--- src/rtl/bcw_pkg.sv ---
// Package for the Becke cell weight unit: payload structs and constants.
// No dependencies.
`timescale 1ns / 1ps
`default_nettype none
package bcw_pkg;
  localparam int MaxCenters = 64;
  localparam int CoordBits  = 32;
  localparam int Frac       = 30;

  localparam logic KindLoad  = 1'b0;
  localparam logic KindQuery = 1'b1;

  typedef struct packed {
    logic        kind;
    logic [5:0]  center_index;
    logic signed [31:0] coord_x;
    logic signed [31:0] coord_y;
    logic signed [31:0] coord_z;
  } in_word_t;

  typedef struct packed {
    logic [30:0] weight;
    logic        coincident_error;
  } out_word_t;
endpackage
`default_nettype wire

--- src/rtl/bcw_arith.sv ---
// Shared multi-cycle arithmetic: integer square root and restoring divider.
// Depends on bcw_pkg.
`timescale 1ns / 1ps
`default_nettype none
module bcw_arith #(
  parameter int CoordBits = bcw_pkg::CoordBits
) (
  input  wire logic clk_i,
  input  wire logic rst_ni,
  input  wire logic sqrt_start_i,
  input  wire logic [2*CoordBits+3:0] sqrt_arg_i,
  input  wire logic div_start_i,
  input  wire logic [CoordBits+2:0] div_num_i,
  input  wire logic [CoordBits+2:0] div_den_i,
  output logic busy_o,
  output logic [CoordBits+2:0] root_o,
  output logic [bcw_pkg::Frac-1:0] quot_o
);
  localparam int SW = 2*CoordBits+4;
  localparam int RW = CoordBits+2+1;
  localparam int SSteps = SW/2;
  localparam int CW = $clog2(SSteps+1);

  typedef enum logic [1:0] {AIdle, ASqrt, ADiv} astate_e;
  astate_e st_q;
  logic [CW-1:0] cnt_q;
  logic [SW-1:0] rad_q;
  logic [SW+1:0] rem_q;
  logic [RW-1:0] root_q;
  logic [RW:0] drem_q;
  logic [RW-1:0] den_q;
  logic [bcw_pkg::Frac-1:0] quo_q;

  logic [SW+1:0] rem_sh, trial;
  logic [RW:0] dsh;
  always_comb begin
    rem_sh = {rem_q[SW-1:0], rad_q[SW-1 -: 2]};
    trial  = {{(SW-RW){1'b0}}, root_q, 2'b01};
    dsh    = {drem_q[RW-1:0], 1'b0};
  end

  always_ff @(posedge clk_i or negedge rst_ni) begin
    if (!rst_ni) begin
      st_q <= AIdle;
      cnt_q <= '0;
    end else begin
      case (st_q)
        AIdle: begin
          if (sqrt_start_i) begin
            st_q <= ASqrt; cnt_q <= CW'(SSteps);
            rad_q <= sqrt_arg_i; rem_q <= '0; root_q <= '0;
          end else if (div_start_i) begin
            st_q <= ADiv; cnt_q <= CW'(bcw_pkg::Frac);
            drem_q <= {1'b0, div_num_i}; den_q <= div_den_i; quo_q <= '0;
          end
        end
        ASqrt: begin
          rad_q <= {rad_q[SW-3:0], 2'b00};
          if (rem_sh >= trial) begin
            rem_q <= rem_sh - trial; root_q <= {root_q[RW-2:0], 1'b1};
          end else begin
            rem_q <= rem_sh; root_q <= {root_q[RW-2:0], 1'b0};
          end
          cnt_q <= cnt_q - 1'b1;
          if (cnt_q == CW'(1)) st_q <= AIdle;
        end
        ADiv: begin
          if (dsh >= {1'b0, den_q}) begin
            drem_q <= dsh - {1'b0, den_q}; quo_q <= {quo_q[bcw_pkg::Frac-2:0], 1'b1};
          end else begin
            drem_q <= dsh; quo_q <= {quo_q[bcw_pkg::Frac-2:0], 1'b0};
          end
          cnt_q <= cnt_q - 1'b1;
          if (cnt_q == CW'(1)) st_q <= AIdle;
        end
        default: st_q <= AIdle;
      endcase
    end
  end

  assign busy_o = (st_q != AIdle) || sqrt_start_i || div_start_i;
  assign root_o = root_q;
  assign quot_o = quo_q;
endmodule
`default_nettype wire

--- config.mk ---
export PLATFORM = sky130hd
export DESIGN_NAME = bcw_arith
export DESIGN_NICKNAME = d
export VERILOG_FILES = /design/src/rtl/bcw_pkg.sv /design/src/rtl/bcw_arith.sv
export SDC_FILE = /design/constraint.sdc
export NUM_CORES = 1
export LEC_CHECK = 0
export BUFFER_PORTS_ARGS = -buffer_cell sky130_fd_sc_hd__buf_4
export CORE_MARGIN = 2
export CORE_UTILIZATION = 53
export DETAILED_ROUTE_END_ITERATION = 16
export HOLD_SLACK_MARGIN = 0.02
export PLACE_DENSITY = 0.77
export SLEW_MARGIN = 20
export SYNTH_ARGS = -nofsm -noshare
export SYNTH_HDL_FRONTEND = slang
export SYNTH_SLANG_ARGS = --single-unit
--- constraint.sdc ---
create_clock -name clk_i -period 5.3 [get_ports clk_i]
set_clock_uncertainty 0.1 [all_clocks]
set_input_delay 0.795 -clock clk_i [delete_from_list [all_inputs] [get_ports clk_i]]
set_output_delay 0.795 -clock clk_i [all_outputs]
set_load 0.02 [all_outputs]
==> impl_metrics.csv, run 1 <==
group,metric,value,unit
status,outcome,"completed",
die,core,30700,µm²
cts,cts.sinks,279,
logic_synthesis,ys.flop_type,"edfxtp_1",
cts,max-clock-path-buffers,3,
die,die_w,181,µm
cts,clock-root-buffer,"clkbuf_16",
setup_path,start_kind,"register",
logic_synthesis,synth-async-reset-ratio,2.87,%
die,die_area,32600,µm²
setup_path,critPathArrivalTime,4370,ps
timing,finalSetupViolations,0,
timing,finalCriticalPeriod,4070,ps
timing,rsz0062_at_grt,"false",
placed_design,gp_congestion,0.916,
timing,period_share,76.8,%
setup_path,cp_common_cell,"a21oi_1",
setup_path,crit_fanout,39,
setup_path,slowest_delay,410,ps
die,row_count,64,
die,initial_core_util,53.9,%
cts,cts_buffers,31,
grt,antenna_found_initial,0,
setup_path,cp_slowest_cell,"a21oi_1",
drt,route.detailed.drc,0,
logic_synthesis,synth-edff-count,271,
setup_path,worstSetupPathType,"reg -> reg",
logic_synthesis,synth_nets,1821,
die,die_h,181,µm
logic_synthesis,netlist_area,16500,µm²
pwr,power_density,469,nW/µm²
min_path,hold_path_class,"in -> reg",
timing,slew_violations,0,
setup_path,cp_num_buf_inv,2,
pwr,ir_drop,0.365,mV
timing,worst_pin_slew,1060,ps
setup_path,critPathCaptureType,"register",
grt,grt_usage,24.0,%
logic_synthesis,syn_area_per_cell,10.3,µm²
logic_synthesis,synth_cell_types,77,
grt,grt_overflow,0,
grt,grt_pass1_vias,12700,
final_layout,nNetsFinal,1993,
setup_path,cp_num_cells,12,
drt,dr.pass1.iters,7,
job,cap_violations,0,
timing,finalHoldViolCount,0,
grt,grt_pass1_wl,64400,µm
logic_synthesis,yosys_warnings,0,
drt,antenna_left,0,
logic_synthesis,synth_seq_cells,279,
timing,slew_headroom,29.5,%
drt,wl_per_cell,18.2,µm
cts,cts_tree,"yes",
placed_design,dpl.hpwl,27900,µm
setup_path,path_delay_family,"compound AO/OA/AOI/OAI gates",
placed_design,port_buffers,207,
setup_path,required,5600,ps
final_layout,final_util,63.0,%
timing,tns,0,ps
cts,htreeDepth,1,
final_layout,diodes,0,
timing,clock.fmax,246,MHz
min_path,min_delay_path_depth,1,
cts,clkTransAtPathRegs,70,ps
logic_synthesis,yosysSeqAreaShare,50.5,%
final_layout,syn_to_final_growth,16.9,%
setup_path,reg2reg_depth,12,
drt,num_vias,12900,
logic_synthesis,synth_cells,1601,
die,io_pins,208,
drt,vias_per_cell,5.89,
drt,dr.first_iter.drc_count,1057,
pwr,p_leak,0.00746,µW
final_layout,drive_gt1_share,19.8,%
cts,clock_latency,570,ps
grt,grt_max_degree,93,
drt,wirelength,39900,µm
setup_path,crit_chain,"inv_1 > ha_1 > nand2b_1 > a21oi_1 > a41oi_1 > a211o_1 > a21oi_1 > o2111ai_1 > nand3_1 > buf_4 > nand2_1 > o21ai_0",
==> path summary, 6_finish.rpt <==
path,start,to,slack [ps]
max,rad_q[66],rem_q[33],1230
min reg2reg,cnt_q[0],cnt_q[0],430
max reg2reg,rad_q[66],rem_q[33],1230
min in group asynchronous,rst_ni,cnt_q[3],510
max in group asynchronous,rst_ni,cnt_q[4],4440
min,div_den_i[2],den_q[2],300
==> synthesized netlist by cell type, drive strengths merged, types with 15 or more instances <==
cell / count / share of area (%)
ha: 77 / 5.8
buf: 18 / 0.72
nand2: 135 / 3.1
or4: 25 / 1.2
xnor2: 43 / 2.3
o21a: 15 / 0.68
nand2b: 20 / 0.76
a21oi: 171 / 5.2
inv: 107 / 2.4
o31ai: 19 / 0.86
nor3: 22 / 0.67
a31oi: 16 / 0.61
and2: 38 / 1.4
o21ai: 66 / 2.0
nand4: 21 / 0.80
edfxtp: 271 / 49
mux2: 68 / 4.6
clkbuf: 62 / 1.4
a21o: 23 / 1.0
nand3: 41 / 1.2
xor2: 17 / 0.90
nor2: 149 / 3.4
==> cells by family (layout without fill, tap and decap cells) <==
| kind of cell | Yosys count | count (layout) | share of synthesized area (%) |
|---|---|---|---|
| DFF | 279 | 279 | 50.5 |
| buffers and inverters | 187 | 382 | 4.56 |
| adders and majority gates | 78 | 78 | 5.95 |
| and+or+nand+nor | 516 | 516 | 15.3 |
| muxes | 82 | 82 | 5.48 |
| xor gates and xnor gates | 60 | 60 | 3.18 |
| AOI/OAI and AO/OA | 399 | 399 | 15.1 |
==> per-layer routing <==
metal	GRT usage, %	part of all wire (%)	vias to the layer above
met2	40.6	48	449
li1	-	-	6232
met4	6.52	2.4	0
met1	31.6	42	6157
met3	4.67	7.6	64
met5	0	0	-
==> sequential cells by signal, summed over array words and instances (netlist names) <==
name	flops
cnt_q	6
rem_q	68
quot_o	30
st_q	2
root_o	35
den_q	35
drem_q	35
rad_q	68
==> cells in the final DEF (no fill, tap or decap), types with 8 or more instances in the layout <==
cell       netlist  layout
inv_1          106     105
a31oi_1         16      16
or3_1           11      11
xor2_1          17      17
mux2_2          68      68
and2_1          38      37
nand4_1         21      21
nor2_1         149     147
or4_1           23      23
nand3_1         41      41
a21oi_1        171     171
o21a_1          15      15
edfxtp_1       271     271
and3_1          12      12
clkbuf_16        0      31
nor2b_1         12      12
clkinv_1         0      11
nor3_1          22      22
nand2b_1        20      20
buf_4            3     217
xnor2_1         43      43
nand2_1        134     134
ha_1            77      75
o21ai_0         66      66
nor4_1          13      13
a211oi_1         9       9
a21o_1          23      23
mux2i_1         14      14
o21bai_1        13      13
dfrtp_1          8       8
o31ai_1         19      19
==> through the flow <==
step           area, µm²  total power [µW]  cells  setup slack, ps  hold WS, ps
6_report           19300              9050   2192             1230          302
5_1_grt            19300              9620   2192              956          283
4_1_cts            19300              9080   2192             1320          278
3_5_place_dp       18400              7020   2135             1300          422
3_3_place_gp       18400              6920   2135             1440          410
2_1_floorplan      16500              6050   1601             1210          387
==> report_power, final <==
part | internal, µW | switching, µW | leakage [µW]
Combinational | 1440 | 2210 | 0.00439
Sequential | 3120 | 246 | 0.00262
Clock | 1160 | 886 | 0.000451
Total | 5710 | 3340 | 0.00746
==> final cells by class <==
class	instances	area [µm²]
clock buffers	34	787
clock inverters	22	160
fillers	2504	11400
inverters	107	402
multi-input cells	1135	7480
flip-flops and latches	279	8340
well taps	396	495
repair buffers	219	1660
==> repair_timing <==
action / CTS / global route
resized for setup: 0 / 0
buffers inserted: 0 / 0
hold buffers: 1 / 0
hold endpoints to repair: 8 / 0
(Power assumes the default switching activity.)
==> run 2: changes to the inputs <==
Clock period 5.3 ns to 3.5 ns, I/O delays scaled along.
==> impl_metrics.csv, run 2 (same netlist as run 1, synthesis figures left out) <==
group,metric,value,unit
status,outcome,"completed",
timing,finalSetupViolations,0,
final_layout,n_fill_cell,2429,
drt,vias_per_cell,5.82,
setup_path,reg2reg_depth,9,
grt,grt_usage,24.6,%
timing,setup_slack,114,ps
grt,grtUsageMet3,4.67,%
drt,dr.pass1.iters,6,
pwr,power_density,706,nW/µm²
setup_path,start_kind,"register",
timing,clock.fmax,295,MHz
cts,cts_tree,"yes",
placed_design,placed_area,19000,µm²
cts,htreeDepth,1,
drt,num_vias,13200,
grt,grt_pass1_vias,13200,
final_layout,final_cell_mix,"buf_4 (283), edfxtp_1 (271), a21oi_1 (168)",
drt,route.detailed.drc,0,
timing,period_share,96.8,%
pwr,p_leak,0.00789,µW
cts,cts.sinks,279,
setup_path,cp_slowest_cell,"or4_4",
grt,use_met2,41.8,%
drt,antenna_left,0,
die,core,30700,µm²
placed_design,gp_congestion,0.964,
final_layout,nNetsFinal,2075,
die,die_area,32600,µm²
cts,cts_buffers,30,
cts,max-clock-path-buffers,3,
final_layout,syn_to_final_growth,22.1,%
drt,wl_per_cell,18.1,µm
timing,hold_slack,36.0,ps
timing,worst_pin_slew,978,ps
setup_path,critPathArrivalTime,3720,ps
final_layout,layout_commonest_cell,"buf_4",
min_path,min_from,"div_den_i[29]",
setup_path,cp_num_buf_inv,0,
setup_path,cp_common_cell,"or4_4",
setup_path,crit_fanout,4,
placed_design,dpl.cell_count,2208,
min_path,hold_path_class,"in -> reg",
die,row_count,64,
timing,slew_headroom,34.8,%
setup_path,path_delay_family,"simple AND/OR/NAND/NOR gates",
die,die_w,181,µm
drt,dr.first_iter.drc_count,1166,
min_path,min_delay_path_depth,1,
final_layout,drive_gt1_share,24.2,%
pwr,ir_drop,0.526,mV
job,cap_violations,0,
die,initial_core_util,53.9,%
cts,clkTransAtPathRegs,70,ps
setup_path,critPathCaptureType,"register",
grt,grt_pass1_wl,66100,µm
setup_path,reg2reg_setup_slack,110,ps
final_layout,stdcell_area,20200,µm²
timing,finalCriticalPeriod,3390,ps
drt,wirelength,41100,µm
grt,met1_usage,32.0,%
die,io_pins,208,
grt,busiest_layer,"met2",
cts,clock-root-buffer,"clkbuf_16",
placed_design,dpl.hpwl,29400,µm
grt,antenna_found_initial,0,
final_layout,diodes,0,
setup_path,crit_chain,"or4_4 > or2_1 > or3_4 > or4_4 > a2111oi_2 > o21ai_0 > o21bai_1 > or3_1 > a21oi_1",
min_path,hold_end,"den_q[29]",
timing,finalHoldViolCount,0,
final_layout,layout.cells.non_filler,2274,
setup_path,cp_num_cells,9,
setup_path,crit_start,"rem_q[45]",
setup_path,slowest_delay,540,ps
grt,grt_max_degree,110,
setup_path,required,3840,ps
die,die_h,181,µm
grt,grt_overflow,0,
cts,clock_latency,590,ps
timing,slew_violations,0,
placed_design,port_buffers,207,
placed_design,pre_cts_slack,-36.6,ps
setup_path,r2r-start,"rem_q[45]",
setup_path,worstSetupPathType,"reg -> reg",
setup_path,regToRegEndpoint,"rem_q[59]",
timing,tns,0,ps
final_layout,reg_top3,"rad_q (68), rem_q (68)",
## run 2: cell types whose count changed in the layout (fill, tap and decap cells not counted), sizes merged
cell and change:
buf +75, dlygate4sd3 +8, clkinvlp -2, bufinv +1, clkbuf -1, clkinv +1
## run 2: power by group
part / switching (µW) / internal [µW] / total [µW]
Combinational: 3520 / 2490 / 6010
Clock: 1350 / 1790 / 3140
Sequential: 379 / 4710 / 5090
## run 2: stage by stage
step / util, % / total power [µW]
floorplan: - / 9150
global placement: 62.0 / 10900
detailed placement: 62.0 / 11000
CTS: 65.3 / 14200
global route: 65.8 / 15100
finish: 65.8 / 14200
## run 2: final cells by class
type	instances	area, µm²	area share [%]
clock inverters	22	200	0.993
clock buffers	33	762	3.78
repair buffers	302	2400	11.9
multi-input cells	1135	7570	37.6
inverters	107	402	1.99
well taps	396	495	2.46
flip-flops and latches	279	8340	41.3
## run 2: per-layer routing
metal | part of all wire (%) | wire length (µm) | up-vias
li1 | - | - | 6397
met1 | 41 | 16900 | 6239
met2 | 48 | 19800 | 478
met3 | 7.3 | 3010 | 110
met4 | 3.3 | 1360 | 0
met5 | 0 | 0 | -
## run 2: worst reg2reg max path, cell delays in order (launching register included)
cell and delay, ps:
edfxtp_1 420, or4_4 540, or2_1 260, or3_4 400
or4_4 460, a2111oi_2 290, o21ai_0 130, o21bai_1 180
or3_1 310, a21oi_1 150
## run 2: what timing repair did
action / in CTS / in global routing
pin swaps: 0 / 8
setup endpoints to repair: 7 / 91
hold buffers: 6 / 3
gates resized for setup: 4 / 26
endpoints found under the hold margin: 13 / 3
setup buffers: 0 / 2
## run 2: worst max-delay path by stage
| stage | slack [ps] | to |
|---|---|---|
| after floorplan | 20 | drem_q[0] |
| after global placement | 70 | drem_q[31] |
| after detailed placement | -40 | rem_q[67] |
| after CTS | 30 | drem_q[31] |
| after global routing | -4 | rem_q[48] |
| final | 110 | rem_q[59] |
==> run 3: changes to the inputs <==
Settings changed: CELL_PAD_IN_SITES_DETAIL_PLACEMENT set to 0, CELL_PAD_IN_SITES_GLOBAL_PLACEMENT set to 1, CORE_ASPECT_RATIO set to 1.2, CORE_UTILIZATION 53 to 42, PLACE_DENSITY 0.77 to unset, PLACE_DENSITY_LB_ADDON set to 0.1.
==> impl_metrics.csv, run 3 (same netlist as run 1, synthesis figures left out) <==
group,metric,value,unit
cts,cts_tree,"yes",
drt,num_vias,13100,
final_layout,layout_commonest_cell,"buf_4",
setup_path,regToRegEndpoint,"rem_q[59]",
grt,grt_pass1_wl,70400,µm
final_layout,syn_to_final_growth,25.7,%
cts,clkTransAtPathRegs,60,ps
die,core,38700,µm²
min_path,hold_end,"den_q[8]",
die,io_pins,208,
drt,dr.pass1.iters,5,
pwr,p_int,9380,µW
setup_path,reg2reg_setup_slack,130,ps
setup_path,worstSetupPathType,"reg -> reg",
setup_path,critPathCaptureType,"register",
timing,slew_headroom,30.4,%
status,outcome,"completed",
pwr,switchingPower,5430,µW
drt,dr.first_iter.drc_count,828,
pwr,clkPwrFrac,23.4,%
placed_design,placed_area,19400,µm²
min_path,min_from,"div_den_i[8]",
placed_design,port_buffers,207,
pwr,pwr-share-seq,34.2,%
pwr,power_density,713,nW/µm²
drt,wl_per_cell,18.3,µm
min_path,min_delay_path_depth,1,
die,initial_core_util,42.6,%
final_layout,nNetsFinal,2105,
drt,route.detailed.drc,0,
pwr,ir_drop,0.429,mV
grt,grt_pass1_vias,13500,
timing,finalSetupViolations,0,
drt,antenna_left,0,
grt,antenna_found_initial,0,
setup_path,r2r-start,"rem_q[46]",
pwr,p_leak,0.00815,µW
die,die_w,185,µm
final_layout,reg_top3,"rad_q (68), rem_q (68)",
final_layout,diodes,0,
setup_path,required,3770,ps
timing,rsz0062_at_grt,"true",
pwr,switching_share,36.6,%
placed_design,dpl.hpwl,32300,µm
timing,worst_pin_slew,1040,ps
final_layout,drive_gt1_share,26.3,%
timing,slew_violations,0,
setup_path,start_kind,"register",
die,row_count,79,
cts,clock-root-buffer,"clkbuf_16",
timing,finalCriticalPeriod,3370,ps
drt,wirelength,44500,µm
cts,clock_latency,530,ps
drt,vias_per_cell,5.38,
placed_design,gp_congestion,0.912,
timing,period_share,96.2,%
cts,cts_buffers,34,
setup_path,critPathArrivalTime,3640,ps
pwr,pwr-share-comb,42.4,%
min_path,hold_path_class,"in -> reg",
timing,finalHoldViolCount,0,
grt,grt_overflow,0,
cts,htreeDepth,2,
setup_path,crit_fanout,3,
cts,max-clock-path-buffers,3,
timing,clock.fmax,297,MHz
cts,cts.sinks,279,
grt,grt_max_degree,111,
timing,tns,0,ps
die,die_area,41000,µm²
final_layout,final_cell_mix,"buf_4 (313), edfxtp_1 (271), a21oi_1 (168)",
final_layout,stdcell_area,20800,µm²
grt,grt_usage,21.5,%
die,die_h,221,µm
job,cap_violations,0,
setup_path,reg2reg_depth,9,
[run 3: final cells by class]
type,instances,area (µm²)
Fill cell,3581,18000
Sequential cell,279,8340
Multi-Input combinational cell,1135,7670
Timing Repair Buffer,328,2610
Clock buffer,42,922
Tap cell,526,658
Inverter,107,402
Clock inverter,20,168
[run 3: how the worst max path moves through the flow]
stage	startpoint	endpoint	slack (ps)	cells after the start
after floorplan	st_q[0]	drem_q[0]	20	6
after global placement	root_o[11]	rem_q[45]	-150	14
after detailed placement	drem_q[28]	drem_q[18]	-130	11
after CTS	rem_q[14]	rem_q[47]	10	11
after global routing	rad_q[66]	rem_q[52]	-20	12
final	rem_q[46]	rem_q[59]	130	9
[run 3: power by group through the flow]
stage	Sequential, µW	Clock, µW	Combinational, µW
detailed placement	5120	0	6150
floorplan	5210	0	3940
finish	5070	3460	6280
global placement	5110	0	6120
CTS	5070	3570	6200
global route	5150	3680	6980
[run 3: per-layer routing]
layer	part of all wire (%)	track usage (%)
met5	0	0
met4	3.2	7.35
met3	3.6	2.62
met2	52	39.4
met1	41	25.7
[run 3: metrics by stage]
stage	worst slack, ps	cells	total power, µW	hold WS (ps)	utilization (%)
after floorplan	19.3	1601	9150	129	-
after global placement	-146	2369	11200	268	50.1
after detailed placement	-131	2369	11300	268	50.1
after CTS	14.6	2433	14800	49.9	53.1
after global routing	-16.3	2437	15800	59.8	53.6
final	133	2437	14800	74.6	53.6
[run 3: what timing repair did]
| action | 4_1_cts | 5_1_grt |
|---|---|---|
| pin swaps | 3 | 12 |
| setup buffers | 1 | 3 |
| hold buffers | 1 | 0 |
| setup endpoints to repair | 43 | 84 |
| cloned | 0 | 1 |
| gates resized for setup | 9 | 34 |
| hold endpoints to repair | 8 | 0 |
[run 3: worst max-delay path: stages, from the launching register on]
cell       delay (ps)
edfxtp_1          380
or4_4             560
or2_4             250
or3_4             410
or4_4             480
a2111oi_4         290
o21ai_1           100
o21bai_1          190
or3_1             310
a21oi_1           140
